### src/rtl/core/bbs_pkg.sv
// Shared types and constants for the beep burst sequencer.
package bbs_pkg;

    // Input item kinds carried on the slave-side tuser bit.
    typedef enum logic
    {
        MODE_TICK    = 1'b0,
        MODE_REQUEST = 1'b1
    } mode_t;

    // Field widths of the stream payloads.
    localparam int COUNT_W  = 8;
    localparam int PERIOD_W = 15;
    localparam int HALF_W   = 12;

    // Largest half-period in ticks; longer requests saturate here.
    localparam logic [HALF_W-1:0] HALF_MAX = 12'hFFF;

    // Register map of the configuration port.
    localparam int                ADDR_W      = 2;
    localparam logic [ADDR_W-1:0] ADDR_ENABLE = 2'd0;

    // Number of holding slots for pending bursts.
    localparam int NUM_SLOTS = 2;

endpackage

### src/rtl/core/beep_burst_sequencer.sv
// Beep burst sequencer: drives a buzzer level from tick and burst request transfers.
//
// Slave-side stream: every transfer is one item. tuser = 0 marks a tick (one
// TICK_MS interval), tuser = 1 marks a burst request whose tdata carries the
// beep count and the half-period in milliseconds. Every accepted item yields
// exactly one master-side transfer with the buzzer level and the busy flag as
// they stand after the item has been applied.
// An accepted item passes through the input register, then the update logic
// writes the sequencer state and the result register. One item is taken per
// cycle while the receiver takes results; the single update stage with its
// constant-reciprocal divide sets that rate. When the receiver stalls, the
// result register holds and the input register still takes one more item,
// after which tready drops until the result moves. Reset leaves the block
// idle with the buzzer off, both holding slots empty and the enable register
// set. The APB port holds one register, enable, at address 0; the user must
// write it only while no item is in flight, as the block does not enforce it.
module beep_burst_sequencer
    import bbs_pkg::*;
#(
    parameter int TICK_MS = 10
)
(
    input  logic              clk,
    input  logic              rst_n,

    // Input items.
    input  logic              s_tvalid,
    output logic              s_tready,
    input  logic [23:0]       s_tdata,   // [7:0] beep_count, [22:8] period_ms, [23] zero
    input  logic              s_tuser,   // [0] mode

    // Results.
    output logic              m_tvalid,
    input  logic              m_tready,
    output logic [7:0]        m_tdata,   // [0] buzzer_on, [1] busy_res, [7:2] zero

    // Configuration port.
    input  logic              psel,
    input  logic              penable,
    input  logic              pwrite,
    input  logic [ADDR_W-1:0] paddr,
    input  logic [31:0]       pwdata,
    output logic [31:0]       prdata,
    output logic              pready
);

    // Constant reciprocal for the millisecond to tick conversion.
    localparam int          DIV_SHIFT = PERIOD_W + $clog2(TICK_MS);
    localparam longint      MULT_VAL  = ((64'd1 <<< DIV_SHIFT) + TICK_MS - 1) / TICK_MS;
    localparam logic [16:0] MULT_C    = 17'(MULT_VAL);

    // Configuration register.
    logic enable_reg;

    // Input register.
    logic                in_valid_reg;
    mode_t               in_mode_reg;
    logic [COUNT_W-1:0]  in_count_reg;
    logic [PERIOD_W-1:0] in_period_reg;

    // Sequencer state.
    logic                active_reg,     active_next;
    logic [HALF_W-1:0]   tick_count_reg, tick_count_next;
    logic [COUNT_W-1:0]  beeps_left_reg, beeps_left_next;
    logic [HALF_W-1:0]   half_reg,       half_next;
    logic                drive_reg,      drive_next;
    logic [NUM_SLOTS-1:0] slot_valid_reg, slot_valid_next;
    logic [COUNT_W-1:0]  slot_count_reg  [NUM_SLOTS];
    logic [COUNT_W-1:0]  slot_count_next [NUM_SLOTS];
    logic [HALF_W-1:0]   slot_period_reg [NUM_SLOTS];
    logic [HALF_W-1:0]   slot_period_next[NUM_SLOTS];

    // Result register.
    logic out_valid_reg;

    // Datapath signals.
    logic                advance;
    logic [31:0]         div_prod;
    logic [PERIOD_W-1:0] div_quot;
    logic [HALF_W-1:0]   req_ticks;
    logic [HALF_W:0]     tick_sum;

    // Configuration access; pready is always high.
    assign pready = 1'b1;
    assign prdata = {31'b0, enable_reg};

    always_ff @(posedge clk or negedge rst_n)
    begin
        if (!rst_n)
        begin
            enable_reg <= 1'b1;
        end
        else if (psel && penable && pwrite && (paddr == ADDR_ENABLE))
        begin
            enable_reg <= pwdata[0];
        end
    end

    // Handshake: the update stage moves when the result register is free.
    assign advance  = in_valid_reg && (!out_valid_reg || m_tready);
    assign s_tready = !in_valid_reg || advance;

    always_ff @(posedge clk or negedge rst_n)
    begin
        if (!rst_n)
        begin
            in_valid_reg  <= 1'b0;
            out_valid_reg <= 1'b0;
        end
        else
        begin
            if (s_tready)
            begin
                in_valid_reg <= s_tvalid;
            end
            if (advance)
            begin
                out_valid_reg <= 1'b1;
            end
            else if (m_tready)
            begin
                out_valid_reg <= 1'b0;
            end
        end
    end

    // Input payload capture.
    always_ff @(posedge clk)
    begin
        if (s_tready && s_tvalid)
        begin
            in_mode_reg   <= mode_t'(s_tuser);
            in_count_reg  <= s_tdata[7:0];
            in_period_reg <= s_tdata[22:8];
        end
    end

    // Half-period in ticks by reciprocal multiply, saturated to the counter range.
    assign div_prod = 32'(in_period_reg) * 32'(MULT_C);
    assign div_quot = PERIOD_W'(div_prod >> DIV_SHIFT);
    assign req_ticks = (div_quot > PERIOD_W'(HALF_MAX)) ? HALF_MAX : div_quot[HALF_W-1:0];

    assign tick_sum = {1'b0, tick_count_reg} + {{HALF_W{1'b0}}, 1'b1};

    // Sequencer update for one item.
    always_comb
    begin
        active_next      = active_reg;
        tick_count_next  = tick_count_reg;
        beeps_left_next  = beeps_left_reg;
        half_next        = half_reg;
        drive_next       = drive_reg;
        slot_valid_next  = slot_valid_reg;
        slot_count_next  = slot_count_reg;
        slot_period_next = slot_period_reg;

        if (advance)
        begin
            if (in_mode_reg == MODE_REQUEST)
            begin
                if (enable_reg)
                begin
                    if (!active_reg)
                    begin
                        active_next     = 1'b1;
                        tick_count_next = '0;
                        beeps_left_next = in_count_reg;
                        half_next       = req_ticks;
                        drive_next      = 1'b1;
                    end
                    else if (!slot_valid_reg[0])
                    begin
                        slot_valid_next[0]  = 1'b1;
                        slot_count_next[0]  = in_count_reg;
                        slot_period_next[0] = req_ticks;
                    end
                    else if (!slot_valid_reg[1])
                    begin
                        slot_valid_next[1]  = 1'b1;
                        slot_count_next[1]  = in_count_reg;
                        slot_period_next[1] = req_ticks;
                    end
                end
            end
            else if (active_reg)
            begin
                if (tick_sum < {1'b0, half_reg})
                begin
                    tick_count_next = tick_sum[HALF_W-1:0];
                end
                else
                begin
                    tick_count_next = '0;
                    if (drive_reg)
                    begin
                        drive_next      = 1'b0;
                        beeps_left_next = beeps_left_reg - 8'd1;
                    end
                    else if (beeps_left_reg != '0)
                    begin
                        drive_next = 1'b1;
                    end
                    else if (slot_valid_reg[0])
                    begin
                        slot_valid_next[0] = 1'b0;
                        beeps_left_next    = slot_count_reg[0];
                        half_next          = slot_period_reg[0];
                    end
                    else if (slot_valid_reg[1])
                    begin
                        slot_valid_next[1] = 1'b0;
                        beeps_left_next    = slot_count_reg[1];
                        half_next          = slot_period_reg[1];
                    end
                    else
                    begin
                        active_next = 1'b0;
                    end
                end
            end
        end
    end

    // Sequencer state registers.
    always_ff @(posedge clk or negedge rst_n)
    begin
        if (!rst_n)
        begin
            active_reg      <= 1'b0;
            tick_count_reg  <= '0;
            beeps_left_reg  <= '0;
            half_reg        <= '0;
            drive_reg       <= 1'b0;
            slot_valid_reg  <= '0;
            slot_count_reg  <= '{default: '0};
            slot_period_reg <= '{default: '0};
        end
        else
        begin
            active_reg      <= active_next;
            tick_count_reg  <= tick_count_next;
            beeps_left_reg  <= beeps_left_next;
            half_reg        <= half_next;
            drive_reg       <= drive_next;
            slot_valid_reg  <= slot_valid_next;
            slot_count_reg  <= slot_count_next;
            slot_period_reg <= slot_period_next;
        end
    end

    // The result is the state after the update, so it reads straight from the state.
    assign m_tvalid = out_valid_reg;
    assign m_tdata  = {6'b0, active_reg, drive_reg};

    // An idle sequencer keeps the buzzer off and holds no pending bursts.
    assert property (@(posedge clk) disable iff (!rst_n)
        !active_reg |-> (!drive_reg && (slot_valid_reg == '0)))
    else $error("idle sequencer with buzzer on or pending slot");

    // The tick counter stays below the half-period unless it was just cleared.
    assert property (@(posedge clk) disable iff (!rst_n)
        active_reg |-> ((tick_count_reg < half_reg) || (tick_count_reg == '0)))
    else $error("tick counter ran past the half-period");

    // With the result register empty the block must take input.
    assert property (@(posedge clk) disable iff (!rst_n)
        !out_valid_reg |-> s_tready)
    else $error("input stalled while result register is empty");

    // A result appears in the cycle after each update.
    assert property (@(posedge clk) disable iff (!rst_n)
        advance |=> out_valid_reg)
    else $error("update without a result");

endmodule

### config.mk
export PLATFORM = sky130hd
export DESIGN_NAME = beep_burst_sequencer
export DESIGN_NICKNAME = d
export VERILOG_FILES = /design/src/rtl/core/bbs_pkg.sv /design/src/rtl/core/beep_burst_sequencer.sv
export SDC_FILE = /design/constraint.sdc
export NUM_CORES = 1
export LEC_CHECK = 0
export BUFFER_PORTS_ARGS = -buffer_cell sky130_fd_sc_hd__buf_2
export CAP_MARGIN = 20
export CORE_ASPECT_RATIO = 1.1
export CORE_MARGIN = 5
export CORE_UTILIZATION = 35
export CTS_BUF_LIST = sky130_fd_sc_hd__clkbuf_4
export CTS_CLUSTER_DIAMETER = 200
export DETAILED_ROUTE_END_ITERATION = 16
export SYNTH_ARGS = -nofsm -noshare
export SYNTH_HDL_FRONTEND = slang
export SYNTH_SLANG_ARGS = --single-unit
### constraint.sdc
create_clock -name clk -period 7.3 [get_ports clk]
set_input_delay 1.095 -clock clk [delete_from_list [all_inputs] [get_ports clk]]
set_output_delay 1.095 -clock clk [all_outputs]
set_load 0.005 [all_outputs]
==> load_flow_metrics.sql <==
INSERT INTO impl_metrics (metric_group, metric, value, unit) VALUES
('yosys', 'netlist_top_cells_count', '129 x ha_1, 120 x inv_1, 78 x dfrtp_1', ''),
('yosys', 'synth_compound_area_share', '10.76', '%'),
('yosys', 'post_synth_and_or_nand_nor_area_fraction', '8.957', '%'),
('timing', 'timing.setup.tns', '0', 'ns'),
('yosys', 'synthDominantCellAreaShare', '21.93', '%'),
('timing', 'finalHoldViolCount', '0', ''),
('yosys', 'synth_area_leader_cell', 'dfrtp_1', ''),
('cells_and_area', 'area_delta_synth_final', '6.004', '%'),
('cells_and_area', 'total_area_of_sequential_cells', '2699', 'sq um'),
('clocking', 'clock_tree_from_tritoncts', 'yes', ''),
('pwr', 'power_report.internal_total', '1.897', 'mW'),
('drt', 'detail_route.iter0.violations', '207', ''),
('pwr', 'clock_power_share', '8.5', '%'),
('timing', 'fin_crit_period', '5.857', 'ns'),
('worst_hold_path', 'min_path_type', 'in -> async', ''),
('cells_and_area', 'nFillCells', '2581', ''),
('floorplan', 'floorplan.io_pins', '109', ''),
('clocking', 'cts_max_path_buffers', '2', ''),
('timing', 'fin_hold_ws', '0.3582', 'ns'),
('outcome', 'status', 'finished, final reports clean', ''),
('job', 'maxCapViolCount', '0', ''),
('drt', 'post-route-drc-count', '0', ''),
('cells_and_area', 'nets', '1148', ''),
('setup_path', 'path_class', 'reg -> reg', ''),
('pwr', 'p_seq_share', '24.0', '%'),
('cells_and_area', 'drive_above_1_share', '12.08', '%'),
('global_route', 'grt_antenna_before_repair', '2', ''),
('setup_path', 'reg2reg_from', 'in_period_reg[9]', ''),
('timing', 'worst_clock_skew', '0.03042', 'ns'),
('placement', 'port_buffers', '38', ''),
('clocking', 'holdBufCountCts', '0', ''),
('yosys', 'post_synth_inst_count', '875', ''),
('setup_path', 'crit_fanout', '5', ''),
('global_route', 'grt_start_max_net_pins', '80', ''),
('pwr', 'power.static_leakage', '4.724', 'nW'),
('cells_and_area', 'layout.core_utilization', '37.45', '%'),
('global_route', 'grt_pass1_wl', '29410', 'microns'),
('placement', 'dp_hpwl', '13570', 'microns'),
('timing', 'fin_crit_sh', '80.23', '%'),
('pwr', 'power_switching_share', '48.27', '%'),
('yosys', 'muxShareOfSynthArea', '6.327', '%'),
('yosys', 'adder_and_majority_gate_portion_of_the_synthesized_area', '30.74', '%'),
('clocking', 'cts.repair_timing.setup_buffer_count', '0', ''),
('floorplan', 'die_area', '28720', 'sq um'),
('drt', 'wl_per_cell', '14.17', 'microns'),
('clocking', 'clock_sink_count', '103', ''),
('timing', 'final_max_slew_violation_count', '0', ''),
('yosys', 'ys_seq_area_share', '30.33', '%'),
('cells_and_area', 'largest_register_ffs', '24', ''),
('global_route', 'grt_pass1_vias', '5943', ''),
('clocking', 'cts.repair.resized', '0', ''),
('setup_path', 'required', '7.69', 'ns'),
('yosys', 'synth_seq_cells', '103', ''),
('clocking', 'ctsRootBufferMaster', 'clkbuf_4', ''),
('cells_and_area', 'area_used_by_multi_input_combinational_logic', '5460', 'sq um'),
('global_route', 'grt_overflow_total', '0', ''),
('setup_path', 'timing.critical_path.from_type', 'register', ''),
('yosys', 'synth.avg_cell_area', '10.17', 'sq um'),
('yosys', 'yosys.cell_count.top_type', 'ha_1', ''),
('setup_path', 'worst_r2r_path_depth', '20', ''),
('floorplan', 'floorplan.initialDensity', '35.33', '%'),
('yosys', 'synth_ff_type', 'dfrtp_1', ''),
('clocking', 'number_of_buffers_created_by_cts', '9', ''),
('floorplan', 'number_of_rows_in_the_core_area', '61', ''),
('timing', 'slew-limit-headroom', '44.79', '%'),
('yosys', 'netlist-cell-type-count', '57', ''),
('setup_path', 'reg2reg_slack', '1.44', 'ns'),
('pwr', 'power_density', '388.7', 'nW/um^2'),
('setup_path', 'endpoint_of_the_worst_register_to_register_path', 'slot_period_reg[5]', ''),
('placement', 'finalWeightedCongestion', '0.8117', ''),
('drt', 'drt-pass1-iter-count', '4', '');
-- metal layers --
layer,global-route usage (%),routed length [microns]
met5,0,0
met4,3.736,304
met2,21.39,8486
met1,16.40,7888
met3,2.143,600
-- worst max-delay path, stage by stage (launching register included) --
cell and delay [ns]:
edfxtp_1 0.54, ha_1 0.36, inv_1 0.06, fa_1 0.52
fa_1 0.53, inv_1 0.04, ha_1 0.31, a21o_1 0.21
fa_1 0.50, inv_1 0.06, fa_1 0.52, inv_1 0.04
ha_1 0.32, a21oi_1 0.18, a21boi_0 0.11, a311oi_1 0.31
nand3_1 0.23, a21oi_1 0.27, o21ai_0 0.14, xor2_1 0.19
mux2_2 0.28
-- worst max-delay path by stage --
stage                          to              from
2_1_floorplan         half_reg[5]  in_period_reg[9]
3_3_place_gp   slot_period_reg[8]  in_period_reg[9]
3_5_place_dp   slot_period_reg[8]  in_period_reg[9]
4_1_cts        slot_period_reg[8]  in_period_reg[9]
5_1_grt        slot_period_reg[8]  in_period_reg[9]
6_report       slot_period_reg[5]  in_period_reg[9]
-- logic make-up after synthesis --
family	after synthesis
AO/OA/AOI/OAI	150
XOR/XNOR	30
adder cells (fa/ha/maj)	185
buffers and inverters	190
flip-flops	103
multiplexers	52
other	2
AND/OR/NAND/NOR	163
-- power by group through the flow --
stage	registers, mW	clock network, mW	logic [mW]
3_5_place_dp	0.894	0	2.51
4_1_cts	0.881	0.332	2.52
6_report	0.880	0.311	2.48
5_1_grt	0.904	0.351	2.88
3_3_place_gp	0.886	0	2.48
2_1_floorplan	0.856	0	1.95
-- per-stage QoR --
step | area (sq um) | std cells | setup slack, ns
2_1_floorplan | 9034 | 911 | 1.935
3_3_place_gp | 9234 | 1199 | 1.439
3_5_place_dp | 9234 | 1199 | 1.397
4_1_cts | 9373 | 1215 | 1.352
5_1_grt | 9433 | 1219 | 0.9548
6_report | 9433 | 1219 | 1.443
-- layout by cell type, fill, tap and decap left out, types with 3 or more instances in the layout --
master,count
ha_1,129
inv_1,120
dfrtp_1,78
nand2_1,59
fa_1,56
a21oi_1,48
o21ai_0,38
conb_1,38
buf_2,37
mux2_2,34
nor2_1,24
edfxtp_1,24
nand3_1,22
mux2i_1,18
xnor2_1,17
xor2_1,13
a21o_1,11
nor3_1,11
nand4_1,10
clkbuf_4,10
and3_1,8
o211ai_1,7
nor2b_1,7
a211oi_1,7
buf_4,6
o22ai_1,5
a31oi_1,5
or3_1,4
and2_1,3
a21boi_0,3
nand2b_1,3
o31ai_1,3
a22o_1,3
-- cell type report --
cell class	count	share of cell area, %
tap	315	4.178
inverter	120	4.775
sequential	103	28.61
clock buffer	10	0.7959
antenna	2	0.05306
multi-input combinational	618	57.89
timing repair buffer	45	3.024
clock inverter	6	0.6765
(Power assumes the default switching activity.)
